`config.mk`:
```
export PLATFORM = sky130hd
export DESIGN_NAME = newton_sqrt_normalized
export DESIGN_NICKNAME = d
export VERILOG_FILES = /design/src/nsqrt_pkg.sv /design/src/nsqrt_datapath.sv /design/src/nsqrt_ctrl.sv /design/src/newton_sqrt_normalized.sv
export SDC_FILE = /design/constraint.sdc
export NUM_CORES = 2
export LEC_CHECK = 0
export ABC_AREA = 1
export ABC_CLOCK_PERIOD_IN_PS = 19400
export BUFFER_PORTS_ARGS = -buffer_cell sky130_fd_sc_hd__buf_4
export CAP_MARGIN = 10
export CORE_MARGIN = 3
export CORE_UTILIZATION = 30
export CTS_CLUSTER_DIAMETER = 100
export CTS_CLUSTER_SIZE = 25
export DETAILED_ROUTE_END_ITERATION = 7
export HOLD_SLACK_MARGIN = 0.02
export SLEW_MARGIN = 20
export SYNTH_ARGS = -nofsm -noshare
export SYNTH_HDL_FRONTEND = slang
export SYNTH_SLANG_ARGS = --single-unit
```
`constraint.sdc`:
```
create_clock -name i_clk -period 19.4 [get_ports i_clk]
set_input_delay 3.88 -clock i_clk [delete_from_list [all_inputs] [get_ports i_clk]]
set_output_delay 3.88 -clock i_clk [all_outputs]
set_load 0.01 [all_outputs]
```
`src/nsqrt_pkg.sv`:
```
// Shared types and constants for the normalized Newton square root block.
package nsqrt_pkg;

    localparam int IN_W    = 32;  // radicand width, Q16.16
    localparam int FRAC_W  = 16;  // radicand and root fraction bits
    localparam int MANT_W  = 30;  // mantissa fraction bits, Q2.30
    localparam int X_W     = 32;  // iterate register width
    localparam int ROOT_W  = 25;
    localparam int CNT_W   = 6;
    localparam int TOL_W   = 31;
    localparam int SH_W    = 5;   // normalization shift count
    localparam int DCNT_W  = 5;   // divider bit counter
    localparam int CFG_IDX_W = 2;
    localparam int CFG_W   = 31;
    localparam int IN_TDATA_W  = 32;
    localparam int OUT_TDATA_W = 32;

    localparam logic [CFG_IDX_W-1:0] REG_STOP_MODE  = 2'd0;
    localparam logic [CFG_IDX_W-1:0] REG_ITER_COUNT = 2'd1;
    localparam logic [CFG_IDX_W-1:0] REG_TOLERANCE  = 2'd2;

    localparam logic        RST_STOP_MODE  = 1'b1;
    localparam logic [CNT_W-1:0] RST_ITER_COUNT = 6'd6;
    localparam logic [TOL_W-1:0] RST_TOLERANCE  = 31'd16;

    // sqrt(2) in Q1.63, equally 1/sqrt(2) in Q0.64.
    localparam logic [63:0] SQRT2_BITS = 64'hB504F333F9DE6484;

    // Fraction bits dropped by the final shift before the exponent term.
    localparam int BASE_SHIFT = MANT_W - FRAC_W;

    typedef enum logic [3:0] {
        ST_IDLE,
        ST_CHECK,
        ST_NORM,
        ST_ITER,
        ST_DIV,
        ST_UPD,
        ST_ODD,
        ST_MUL0,
        ST_MUL1,
        ST_FIN
    } t_state;

    typedef struct packed {
        logic load;
        logic norm_shift;
        logic div_start;
        logic div_step;
        logic upd;
        logic mul_lo;
        logic mul_hi;
        logic out_load;
    } t_cmd;

    typedef struct packed {
        logic is_zero;
        logic norm_msb;
        logic step_ok;
        logic e_odd;
    } t_status;

endpackage

```
`src/nsqrt_datapath.sv`:
```
// Datapath: normalizer, restoring divider, Newton update, sqrt2 multiply, final shift.
module nsqrt_datapath (
    input  logic                          i_clk,
    input  nsqrt_pkg::t_cmd               i_cmd,
    input  logic [nsqrt_pkg::IN_W-1:0]    i_radicand,
    input  logic [nsqrt_pkg::DCNT_W-1:0]  i_div_bit,
    input  logic [nsqrt_pkg::TOL_W-1:0]   i_tolerance,
    output nsqrt_pkg::t_status            o_status,
    output logic [nsqrt_pkg::ROOT_W-1:0]  o_root
);

    localparam int XW = nsqrt_pkg::X_W;
    localparam int MW = nsqrt_pkg::MANT_W;

    logic [nsqrt_pkg::IN_W-1:0]   r_norm;
    logic [nsqrt_pkg::SH_W-1:0]   r_sh;
    logic                         r_zero;
    logic [XW-1:0]                r_x;
    logic [XW:0]                  r_rem;
    logic [XW-1:0]                r_q;
    logic [63:0]                  r_acc;
    logic [nsqrt_pkg::ROOT_W-1:0] r_root;

    logic [MW-1:0]  w_m;
    logic           w_dbit;
    logic [XW+1:0]  w_rem_sh;
    logic           w_ge;
    logic [XW:0]    w_sum;
    logic [XW-1:0]  w_xn;
    logic [XW-1:0]  w_step;
    logic           w_e_pos;
    logic [63:0]    w_hi;
    logic [XW-1:0]  w_mul_res;
    logic signed [6:0] w_e;
    logic signed [6:0] w_half;
    logic [4:0]     w_shamt;
    logic [XW-1:0]  w_shifted;

    assign w_m = r_norm[nsqrt_pkg::IN_W-1 -: MW];

    always_comb begin
        // Dividend is m * 2^MANT_W; the remainder starts with m's upper bits, then m[1], m[0], zeros.
        if (i_div_bit == 5'd31) begin
            w_dbit = w_m[1];
        end else if (i_div_bit == 5'd30) begin
            w_dbit = w_m[0];
        end else begin
            w_dbit = 1'b0;
        end
        w_rem_sh = {r_rem, w_dbit};
        w_ge     = w_rem_sh >= {2'b00, r_x};
    end

    always_comb begin
        w_sum  = {1'b0, r_x} + {1'b0, r_q};
        w_xn   = w_sum[XW:1];
        if (w_xn == '0) begin
            w_xn = {{(XW-1){1'b0}}, 1'b1};
        end
        w_step = (w_xn > r_x) ? (w_xn - r_x) : (r_x - w_xn);
    end

    always_comb begin
        w_e     = 7'(nsqrt_pkg::IN_W - nsqrt_pkg::FRAC_W) - $signed({2'b00, r_sh});
        w_e_pos = (w_e > 7'sd0);
        if (w_e >= 0) begin
            w_half = w_e >>> 1;
        end else begin
            w_half = -((-w_e) >>> 1);
        end
        w_shamt   = 5'(7'(nsqrt_pkg::BASE_SHIFT) - 7'(w_half));
        w_shifted = r_x >> w_shamt;
    end

    assign w_hi      = (r_x * nsqrt_pkg::SQRT2_BITS[63:32]) + {32'd0, r_acc[63:32]};
    assign w_mul_res = w_e_pos ? w_hi[62:31] : w_hi[63:32];

    always_ff @(posedge i_clk) begin
        if (i_cmd.load) begin
            r_norm <= i_radicand;
            r_sh   <= '0;
            r_zero <= (i_radicand == '0);
        end else if (i_cmd.norm_shift) begin
            r_norm <= {r_norm[nsqrt_pkg::IN_W-2:0], 1'b0};
            r_sh   <= r_sh + 5'd1;
        end
        if (i_cmd.load) begin
            r_x <= XW'(1) << MW;
        end else if (i_cmd.upd) begin
            r_x <= w_xn;
        end else if (i_cmd.mul_hi) begin
            r_x <= w_mul_res;
        end
        if (i_cmd.div_start) begin
            r_rem <= {{(XW+1-(MW-2)){1'b0}}, w_m[MW-1:2]};
            r_q   <= '0;
        end else if (i_cmd.div_step) begin
            r_rem <= w_ge ? (XW+1)'(w_rem_sh - {2'b00, r_x}) : w_rem_sh[XW:0];
            r_q   <= {r_q[XW-2:0], w_ge};
        end
        if (i_cmd.mul_lo) begin
            r_acc <= r_x * nsqrt_pkg::SQRT2_BITS[31:0];
        end
        if (i_cmd.out_load) begin
            if (r_zero) begin
                r_root <= '0;
            end else if (w_shifted[XW-1:nsqrt_pkg::ROOT_W] != '0) begin
                r_root <= '1;
            end else begin
                r_root <= w_shifted[nsqrt_pkg::ROOT_W-1:0];
            end
        end
    end

    assign o_status.is_zero  = r_zero;
    assign o_status.norm_msb = r_norm[nsqrt_pkg::IN_W-1];
    assign o_status.step_ok  = w_step <= {1'b0, i_tolerance};
    assign o_status.e_odd    = r_sh[0];
    assign o_root = r_root;

endmodule

```
`src/nsqrt_ctrl.sv`:
```
// Controller: sequencing state machine, iteration and divider counters, output flags.
module nsqrt_ctrl (
    input  logic                          i_clk,
    input  logic                          i_rst_n,
    input  logic                          i_in_valid,
    output logic                          o_in_ready,
    output logic                          o_out_valid,
    input  logic                          i_out_ready,
    input  logic                          i_stop_mode,
    input  logic [nsqrt_pkg::CNT_W-1:0]   i_iter_count,
    input  nsqrt_pkg::t_status            i_status,
    output nsqrt_pkg::t_cmd               o_cmd,
    output logic [nsqrt_pkg::DCNT_W-1:0]  o_div_bit,
    output logic [nsqrt_pkg::CNT_W-1:0]   o_used,
    output logic                          o_conv
);

    nsqrt_pkg::t_state r_state, n_state;
    logic [nsqrt_pkg::DCNT_W-1:0] r_dcnt;
    logic [nsqrt_pkg::CNT_W-1:0]  r_used, r_out_used;
    logic r_conv, r_out_conv, r_out_valid;
    logic w_out_free;

    assign w_out_free = !r_out_valid || i_out_ready;

    always_comb begin
        n_state = r_state;
        unique case (r_state)
            nsqrt_pkg::ST_IDLE:  if (i_in_valid) n_state = nsqrt_pkg::ST_CHECK;
            nsqrt_pkg::ST_CHECK: n_state = i_status.is_zero ? nsqrt_pkg::ST_FIN
                                                            : nsqrt_pkg::ST_NORM;
            nsqrt_pkg::ST_NORM:  if (i_status.norm_msb) n_state = nsqrt_pkg::ST_ITER;
            nsqrt_pkg::ST_ITER:  n_state = (r_used < i_iter_count) ? nsqrt_pkg::ST_DIV
                                                                   : nsqrt_pkg::ST_ODD;
            nsqrt_pkg::ST_DIV:   if (r_dcnt == '0) n_state = nsqrt_pkg::ST_UPD;
            nsqrt_pkg::ST_UPD:   n_state = (!i_stop_mode && i_status.step_ok)
                                           ? nsqrt_pkg::ST_ODD : nsqrt_pkg::ST_ITER;
            nsqrt_pkg::ST_ODD:   n_state = i_status.e_odd ? nsqrt_pkg::ST_MUL0
                                                          : nsqrt_pkg::ST_FIN;
            nsqrt_pkg::ST_MUL0:  n_state = nsqrt_pkg::ST_MUL1;
            nsqrt_pkg::ST_MUL1:  n_state = nsqrt_pkg::ST_FIN;
            nsqrt_pkg::ST_FIN:   if (w_out_free) n_state = nsqrt_pkg::ST_IDLE;
            default:             n_state = nsqrt_pkg::ST_IDLE;
        endcase
    end

    always_comb begin
        o_cmd      = '0;
        o_in_ready = 1'b0;
        unique case (r_state)
            nsqrt_pkg::ST_IDLE: begin
                o_in_ready = 1'b1;
                o_cmd.load = i_in_valid;
            end
            nsqrt_pkg::ST_NORM: o_cmd.norm_shift = !i_status.norm_msb;
            nsqrt_pkg::ST_ITER: o_cmd.div_start  = (r_used < i_iter_count);
            nsqrt_pkg::ST_DIV:  o_cmd.div_step   = 1'b1;
            nsqrt_pkg::ST_UPD:  o_cmd.upd        = 1'b1;
            nsqrt_pkg::ST_MUL0: o_cmd.mul_lo     = 1'b1;
            nsqrt_pkg::ST_MUL1: o_cmd.mul_hi     = 1'b1;
            nsqrt_pkg::ST_FIN:  o_cmd.out_load   = w_out_free;
            default: ;
        endcase
    end

    always_ff @(posedge i_clk) begin
        if (!i_rst_n) begin
            r_state     <= nsqrt_pkg::ST_IDLE;
            r_out_valid <= 1'b0;
            r_dcnt      <= '0;
            r_used      <= '0;
            r_conv      <= 1'b0;
            r_out_used  <= '0;
            r_out_conv  <= 1'b0;
        end else begin
            r_state <= n_state;
            if (o_cmd.load) begin
                r_used <= '0;
                r_conv <= i_stop_mode;
            end
            if (r_state == nsqrt_pkg::ST_CHECK && i_status.is_zero) begin
                r_conv <= 1'b1;
            end
            if (o_cmd.div_start) begin
                r_dcnt <= '1;
            end else if (o_cmd.div_step) begin
                r_dcnt <= r_dcnt - 5'd1;
            end
            if (o_cmd.upd) begin
                r_used <= r_used + 6'd1;
                if (!i_stop_mode && i_status.step_ok) begin
                    r_conv <= 1'b1;
                end
            end
            if (o_cmd.out_load) begin
                r_out_valid <= 1'b1;
                r_out_used  <= r_used;
                r_out_conv  <= r_conv;
            end else if (i_out_ready) begin
                r_out_valid <= 1'b0;
            end
        end
    end

    assign o_div_bit   = r_dcnt;
    assign o_out_valid = r_out_valid;
    assign o_used      = r_out_used;
    assign o_conv      = r_out_conv;

endmodule

```
`src/newton_sqrt_normalized.sv`:
```
// Top level of the normalized Newton-Raphson square root block.
//
// Channel   Direction  Contents
// s_axis    in         tdata[31:0] radicand (Q16.16)
// m_axis    out        tdata[24:0] root, [30:25] iterations_used, [31] converged
// cfg       in         index 0 stop_mode, 1 iteration_count, 2 tolerance
//
// The time from acceptance to a valid result grows with the leading zeros and with each
// Newton iteration, is shorter when the tolerance ends the loop and longer when the
// exponent is odd; the restoring divider takes most of it. A zero radicand skips
// normalization and iteration. Reset is synchronous and active low.
// A finished result waits in the output register; the block takes the next request
// while it waits and stalls only when a second result is ready before the first leaves.
module newton_sqrt_normalized (
    input  logic        i_clk,
    input  logic        i_rst_n,
    input  logic        s_axis_tvalid,
    output logic        s_axis_tready,
    input  logic [31:0] s_axis_tdata,   // radicand
    output logic        m_axis_tvalid,
    input  logic        m_axis_tready,
    output logic [31:0] m_axis_tdata,   // root, iterations_used, converged
    input  logic        i_cfg_wr_en,
    input  logic [nsqrt_pkg::CFG_IDX_W-1:0] i_cfg_index,
    input  logic [nsqrt_pkg::CFG_W-1:0]     i_cfg_data
);

    logic                         r_stop_mode;
    logic [nsqrt_pkg::CNT_W-1:0]  r_iter_count;
    logic [nsqrt_pkg::TOL_W-1:0]  r_tolerance;

    nsqrt_pkg::t_cmd              w_cmd;
    nsqrt_pkg::t_status           w_status;
    logic [nsqrt_pkg::DCNT_W-1:0] w_div_bit;
    logic [nsqrt_pkg::CNT_W-1:0]  w_used;
    logic                         w_conv;
    logic [nsqrt_pkg::ROOT_W-1:0] w_root;

    always_ff @(posedge i_clk) begin
        if (!i_rst_n) begin
            r_stop_mode  <= nsqrt_pkg::RST_STOP_MODE;
            r_iter_count <= nsqrt_pkg::RST_ITER_COUNT;
            r_tolerance  <= nsqrt_pkg::RST_TOLERANCE;
        end else if (i_cfg_wr_en) begin
            unique case (i_cfg_index)
                nsqrt_pkg::REG_STOP_MODE:  r_stop_mode  <= i_cfg_data[0];
                nsqrt_pkg::REG_ITER_COUNT: r_iter_count <= i_cfg_data[nsqrt_pkg::CNT_W-1:0];
                nsqrt_pkg::REG_TOLERANCE:  r_tolerance  <= i_cfg_data;
                default: ;
            endcase
        end
    end

    nsqrt_ctrl u_ctrl (
        .i_clk        (i_clk),
        .i_rst_n      (i_rst_n),
        .i_in_valid   (s_axis_tvalid),
        .o_in_ready   (s_axis_tready),
        .o_out_valid  (m_axis_tvalid),
        .i_out_ready  (m_axis_tready),
        .i_stop_mode  (r_stop_mode),
        .i_iter_count (r_iter_count),
        .i_status     (w_status),
        .o_cmd        (w_cmd),
        .o_div_bit    (w_div_bit),
        .o_used       (w_used),
        .o_conv       (w_conv)
    );

    nsqrt_datapath u_dp (
        .i_clk       (i_clk),
        .i_cmd       (w_cmd),
        .i_radicand  (s_axis_tdata),
        .i_div_bit   (w_div_bit),
        .i_tolerance (r_tolerance),
        .o_status    (w_status),
        .o_root      (w_root)
    );

    assign m_axis_tdata = {w_conv, w_used, w_root};

    // Non-convergence can only be reported in tolerance mode.
    a_conv_fixed: assert property (@(posedge i_clk) disable iff (!i_rst_n)
        (m_axis_tvalid && !m_axis_tdata[31]) |-> !r_stop_mode)
        else $error("non-converged result in fixed-count mode");

    // The iteration count never exceeds the configured cap.
    a_used_cap: assert property (@(posedge i_clk) disable iff (!i_rst_n)
        m_axis_tvalid |-> (m_axis_tdata[30:25] <= r_iter_count))
        else $error("iterations_used above cap");

    // A new request is never taken in the cycle right after one was accepted.
    a_one_busy: assert property (@(posedge i_clk) disable iff (!i_rst_n)
        (s_axis_tvalid && s_axis_tready) |=> !s_axis_tready)
        else $error("request accepted while busy");

endmodule

```
# After elaboration in Yosys (flattened, before gate mapping)
# Index checks and enable logic that the tools add are counted.
[classes] magnitude_cmp=6 shift=1 eq_ne=17 div_mod_pow=0 mul=2 bitwise_logic=0 reduce_logical=21 n_mux=42 add_sub_neg=12
[ops] op="$mux 32" n=7
[ops] op="$add 64x32->64" n=1
[ops] op="$logic_not 32->1" n=2
[ops] op="$mul 32x32->64 const B" n=1
[ops] op="$sub 32x32->32" n=2
[ops] op="$mul 32x30->62 const B" n=1
[ops] op="$mux 28" n=2
[ops] op="$pmux 4 s10" n=1
[ops] op="$ge 34x32->1" n=1
[ops] op="$add 32x32->33" n=1
[ops] op="$mux 33" n=1
[ops] op="$sub 33x32->33" n=1
[ops] op="$gt 32x32->1" n=1
[ops] op="$le 32x31->1" n=1
[ops] op="$shr 32x5->32" n=1
[ops] op="$mux 25" n=1
[ops] op="$mux 4" n=6
[ops] op="$mux 1" n=17
[ops] op="$eq 4x3->1 const B" n=4
[ops] op="$mux 5" n=3
[ops] op="$mux 6" n=2
[ops] op="$eq 5x5->1 const B" n=2
[ops] op="$reduce_bool 2->1" n=5
[ops] op="$eq 4x2->1 const B" n=2
[ops] op="27 further kinds" n=35
[totals] latch_bits=0 mem_bits_rw=0 input_bits=70 mem_count=0 out_inout_bits=34 ff_bits=284 rom_bits=0

# Logic depth before layout (Yosys ltp)
[logic_depth] ltp_word=9 mapped_depth=59 mapped_depth_nobuf=57

# Modules after synthesis
# A second synthesis with hierarchy kept.
[hier_totals] cells_unflattened=7327 area_unflattened_um2=57350.0
[by_module_without_submodules] module="nsqrt_datapath" instances=1 cells_per_inst=6880 seq_area_each_um2=5024.8 area_per_inst_um2=54333.4
[by_module_without_submodules] module="newton_sqrt_normalized" instances=1 cells_per_inst=237 seq_area_each_um2=760.7 area_per_inst_um2=1589.0
[by_module_without_submodules] module="nsqrt_ctrl" instances=1 cells_per_inst=210 seq_area_each_um2=480.5 area_per_inst_um2=1427.6

# Worst setup path after synthesis
# No wires, ideal clock.
[synth_path] path_kind="register to register" startpoint="reg u_dp.r_x[1]" endpoint="reg u_dp.r_x[30]" n_path_buf=0 t_required_ps=19284 arrival_time_ps=6521 setup_slack_ps=12762 path_stages_with_launch=25 cell_sequence="dfxtp_1 -> ha_1 -> inv_1 -> fa_1 -> fa_1 -> inv_1 -> fa_1 -> fa_1 -> inv_1 -> fa_1 -> inv_1 -> fa_1 -> fa_1 -> ha_1 -> a21oi_1 -> o21ai_0 -> a21oi_1 -> o21ai_0 -> inv_1 -> nor2_1 -> nor3_1 -> nand2_1 -> nand2_1 -> nand3_1 -> a31o_2"
[synth_between] elab_chain_cells=5 elab_cells_between_ends=8 classes_between="add/sub: 2; mul: 1; mux: 4; reduce/logical: 1"
[synth_lines] item="from (decl)" line_no="nsqrt_datapath.sv:18" rtl="logic [XW-1:0] r_x;"
[synth_lines] item="from (signal assigned)" line_no="nsqrt_datapath.sv:88" rtl="r_x <= XW'(1) << MW;"
[synth_lines] item="from (signal assigned)" line_no="nsqrt_datapath.sv:90" rtl="r_x <= w_xn;"
[synth_lines] item="from (signal assigned)" line_no="nsqrt_datapath.sv:92" rtl="r_x <= w_mul_res;"
[synth_lines] item="$mul 32x32->64" line_no="nsqrt_datapath.sv:75" rtl="assign w_hi = (r_x * nsqrt_pkg::SQRT2_BITS[63:32]) + {32'd0, r_acc[63:32]};"
[synth_lines] item="$add 64x32->64" line_no="nsqrt_datapath.sv:75"
[synth_lines] item="$mux 32" line_no="nsqrt_datapath.sv:76" rtl="assign w_mul_res = w_e_pos ? w_hi[62:31] : w_hi[63:32];"
[synth_lines] item="$mux 32" line_no="nsqrt_datapath.sv:91" rtl="end else if (i_cmd.mul_hi) begin"
[synth_lines] item="$mux 32 *" line_no="nsqrt_datapath.sv:89" rtl="end else if (i_cmd.upd) begin"
# Mark *: on every way between the ends. The rest lies on a longest branch, timed or not. The select of a mux whose other input is x is not followed.
# A chain may end at the register's enable or synchronous reset.

# Worst setup path in the final report
[layout_path] startpoint="reg u_dp.r_x[23]" endpoint="reg u_dp.r_x[0]"
# Same word-level chain as after synthesis.

==> results.tsv <==
stage	metric	value	unit
route	DRC viols	0	
place	HPWL reported at the end of detailed placement	179000	microns
logic_synthesis	Gate Count Post-Synth	6898	
logic_synthesis	synthesized area divided by synthesized cell count	8.08	sq um
worst_setup_path	maximum cell stage delay along the critical path	0.61	ns
logic_synthesis	Seq/Total Area, Yosys	0.112	
global_routing	largest net degree at the start of global routing	60	
sta	Final setup viols	0	
logic_synthesis	distinct cell type count of the synthesized netlist	60	
route	post-route antenna net violation count	0	
worst_setup_path	Worst Setup End Kind	flip-flop	
worst_setup_path	signal arrival time at the worst endpoint	8.76	ns
cts	clock transition at the registers of the reported paths	0.11	ns
cells_and_area	area of all sequential standard cells	6270	sq um
sta	setup TNS	0	ns
cts	CTS root buf	clkbuf_16	
route	routed length on met3	15800	microns
route	WL met1	92500	microns
logic_synthesis	FFs w/ async S/R, synth	0	
floorplan	Core Box Area	184000	sq um
flow_run	count of maximum capacitance violations	0	
sta	Final Max Tran Viols	0	
hold_path	classification of the worst-slack hold path	flip-flop to flip-flop	
sta	timing-limited maximum frequency	121	MHz
logic_synthesis	share of Yosys cell area claimed by the top area cell type	0.292	
logic_synthesis	dominant register cell in the synthesized netlist	dfxtp_1	
floorplan	effective utilization at floorplan	0.303	
cts	setup fix buffers added after clock tree synthesis	0	
sta	Period Utilization, post-route	0.427	
worst_setup_path	Top delay family on crit path	adder cells	
global_routing	number of antenna violations at the first check in global routing	7	
route	number of vias per cell after detailed routing	5.04	
worst_setup_path	number of buffer and inverter stages on the critical path	7	
logic_synthesis	largest cells by area after synthesis	fa_1, ha_1, inv_1	
place	post-placement worst setup slack	11.26	ns
status	result of the run	finished clean	
cts	insertion delay to the later sink of the worst-skew pair	0.64	ns
place	RD Place Congestion	0.971	
logic_synthesis	number of enable-type register cells in the synthesized netlist	118	
cells_and_area	total area of multi-input combinational cells	42800	sq um
route	number of DRC markers after the initial detailed-route iteration	3920	
worst_setup_path	library cell appearing most often on the critical path	fa_1	
route	routed length on met2	95600	microns
floorplan	cell row count	157	
global_routing	GRT Total Usage	0.221	
floorplan	Die Y	437	microns
global_routing	via count of the first global-routing pass	48571	
route	WL per Instance	22.5	microns
cts	H-tree level count	1	
logic_synthesis	synthesized area	55700	sq um
cts	Max clock buf depth	3	
logic_synthesis	Commonest cells post-synth	inv_1, nand2_1, ha_1	
cts	PostCTS Resize Cnt	0	
logic_synthesis	cell with the most instances after synthesis	inv_1	
global_routing	wire length of the first global-routing pass	317000	microns
cts	hold buffer count at CTS	0	
sta	slew at the pin with the worst max-slew slack	1.07	ns
cts	total CTS buffers	21	
place	number of buffers inserted by port buffering	103	
route	number of vias after detailed routing	47732	
route	highest metal layer used by the detailed router	met5	
worst_setup_path	required arrival time at the worst endpoint	19.88	ns
cells_and_area	nets	8783	
cts	TritonCTS clock tree	done	
floorplan	width of the die	437	microns
route	first drt pass iteration count	6	
cells_and_area	count of filler cells inserted in the layout	19804	
logic_synthesis	cell taking the most area after synthesis	fa_1	
logic_synthesis	yosys warns	0	
worst_setup_path	startpoint types	flip-flop	
global_routing	global route total overflow	0	
floorplan	floorplan die area	191000	sq um
sta	headroom to the max-slew limit	0.289	
sta	clock period minus final worst setup slack	8.27	ns
cells_and_area	fraction of final layout cells sized beyond drive strength 1	0.0369	
floorplan	I/O pins	104	
worst_setup_path	critical-path maximum fanout	17	
sta	least setup slack across all paths after layout	11.13	ns
worst_setup_path	crit path kind	flip-flop to flip-flop	
sta	worst clock skew	0.0415	ns
logic_synthesis	post-synthesis net count	8683	
cells_and_area	area grow syn2layout	8.38	%
route	wire length reported by the detailed router	213000	microns
logic_synthesis	Seq cells post-synth	254	
sta	Hold Fails Final Rpt	0	
sta	RSZ-0062 raised after global routing	false	
worst_setup_path	slowest CP cell	dfxtp_1	
cts	clock sink count	254	
cell usage in the layout (no fill, tap or decap), drive strengths merged, types with 2 or more instances in the layout:
| cell | count |
|---|---|
| a22oi | 32 |
| or2 | 2 |
| mux2i | 9 |
| nand3b | 10 |
| clkbuf | 24 |
| nor3 | 56 |
| a31oi | 25 |
| o221ai | 3 |
| a21boi | 12 |
| nor4 | 21 |
| xor2 | 72 |
| edfxtp | 118 |
| a211oi | 12 |
| nor2 | 453 |
| clkinv | 8 |
| a31o | 3 |
| o21ai | 433 |
| a21oi | 434 |
| o21a | 30 |
| and2 | 5 |
| nand2 | 1094 |
| a221oi | 4 |
| o2111ai | 2 |
| and3 | 2 |
| o211ai | 24 |
| diode | 2 |
| o21bai | 24 |
| o31ai | 3 |
| nand3 | 261 |
| ha | 901 |
| xnor2 | 41 |
| o22ai | 21 |
| inv | 1667 |
| dfxtp | 136 |
| nand4 | 49 |
| buf | 168 |
| fa | 814 |
| a21o | 31 |
logic make-up (layout without fill, tap and decap cells):
kind of cell,after synthesis,after routing,synth area share
XOR/XNOR,113,113,0.0178
AND/OR/NAND/NOR,1954,1954,0.144
AO/OA/AOI/OAI,1100,1100,0.109
multiplexers,9,9,0.00162
other,0,2,0
adder cells (fa/ha/maj),1715,1715,0.495
buffers and inverters,1753,1868,0.120
flip-flops,254,254,0.112
layout make-up:
cell class,instances,area share
inverters,1662,0.103
clock inverters,14,0.00288
multi-input cells,4891,0.709
repair buffers,168,0.0209
diodes,2,0.0000829
flip-flops and latches,254,0.104
well taps,2464,0.0510
clock buffers,24,0.00905
registers in the layout, summed over array words and instances, names as in the netlist:
name,flops
u_ctrl.r_state,4
u_dp.r_norm,32
u_dp.r_zero,1
u_dp.r_q,32
u_ctrl.o_used,6
r_iter_count,6
u_ctrl.r_used,6
u_ctrl.o_out_valid,1
r_stop_mode,1
u_dp.r_x,32
u_dp.r_acc,32
u_dp.o_root,25
u_ctrl.o_div_bit,5
u_dp.r_rem,33
u_ctrl.r_conv,1
u_dp.r_sh,5
r_tolerance,31
u_ctrl.o_conv,1
routing by layer:
layer / vias up / GRT usage
li1: 22068 / -
met1: 23462 / 0.300
met2: 1834 / 0.355
met3: 364 / 0.0376
met4: 4 / 0.0768
met5: - / 0.000504
final timing paths:
path	startpoint	to	slack (ns)	depth (start not counted)
setup / recovery	u_dp.r_x[23]$_SDFFE_PP0P_	u_dp.r_x[0]$_SDFFE_PP0P_	11.13	25
hold / removal	r_iter_count[4]$_SDFFE_PN0P_	r_iter_count[4]$_SDFFE_PN0P_	0.47	2
setup reg to reg	u_dp.r_x[23]$_SDFFE_PP0P_	u_dp.r_x[0]$_SDFFE_PP0P_	11.13	25
hold reg to reg	r_iter_count[4]$_SDFFE_PN0P_	r_iter_count[4]$_SDFFE_PN0P_	0.47	2
through the flow:
stage	hold WS (ns)	util	instances	instance area, sq um
floorplan	0.431	-	6898	55700
global placement	0.457	0.325	9439	59700
detailed placement	0.460	0.325	9439	59700
CTS	0.474	0.329	9477	60400
global route	0.488	0.329	9477	60400
finish	0.474	0.329	9479	60400
worst register-to-register path: cells and delay by family, from the launching register on:
kind                     cells  cell delay [ns]
flip-flops                   1             0.61
buffers and inverters        7             1.15
AND/OR/NAND/NOR              7             1.18
AO/OA/AOI/OAI                2             0.82
adder cells (fa/ha/maj)      9             4.36
Power is left out: the tool's default activity adds up to more than one toggle a clock period on the data nets, which glitch-free logic cannot reach.
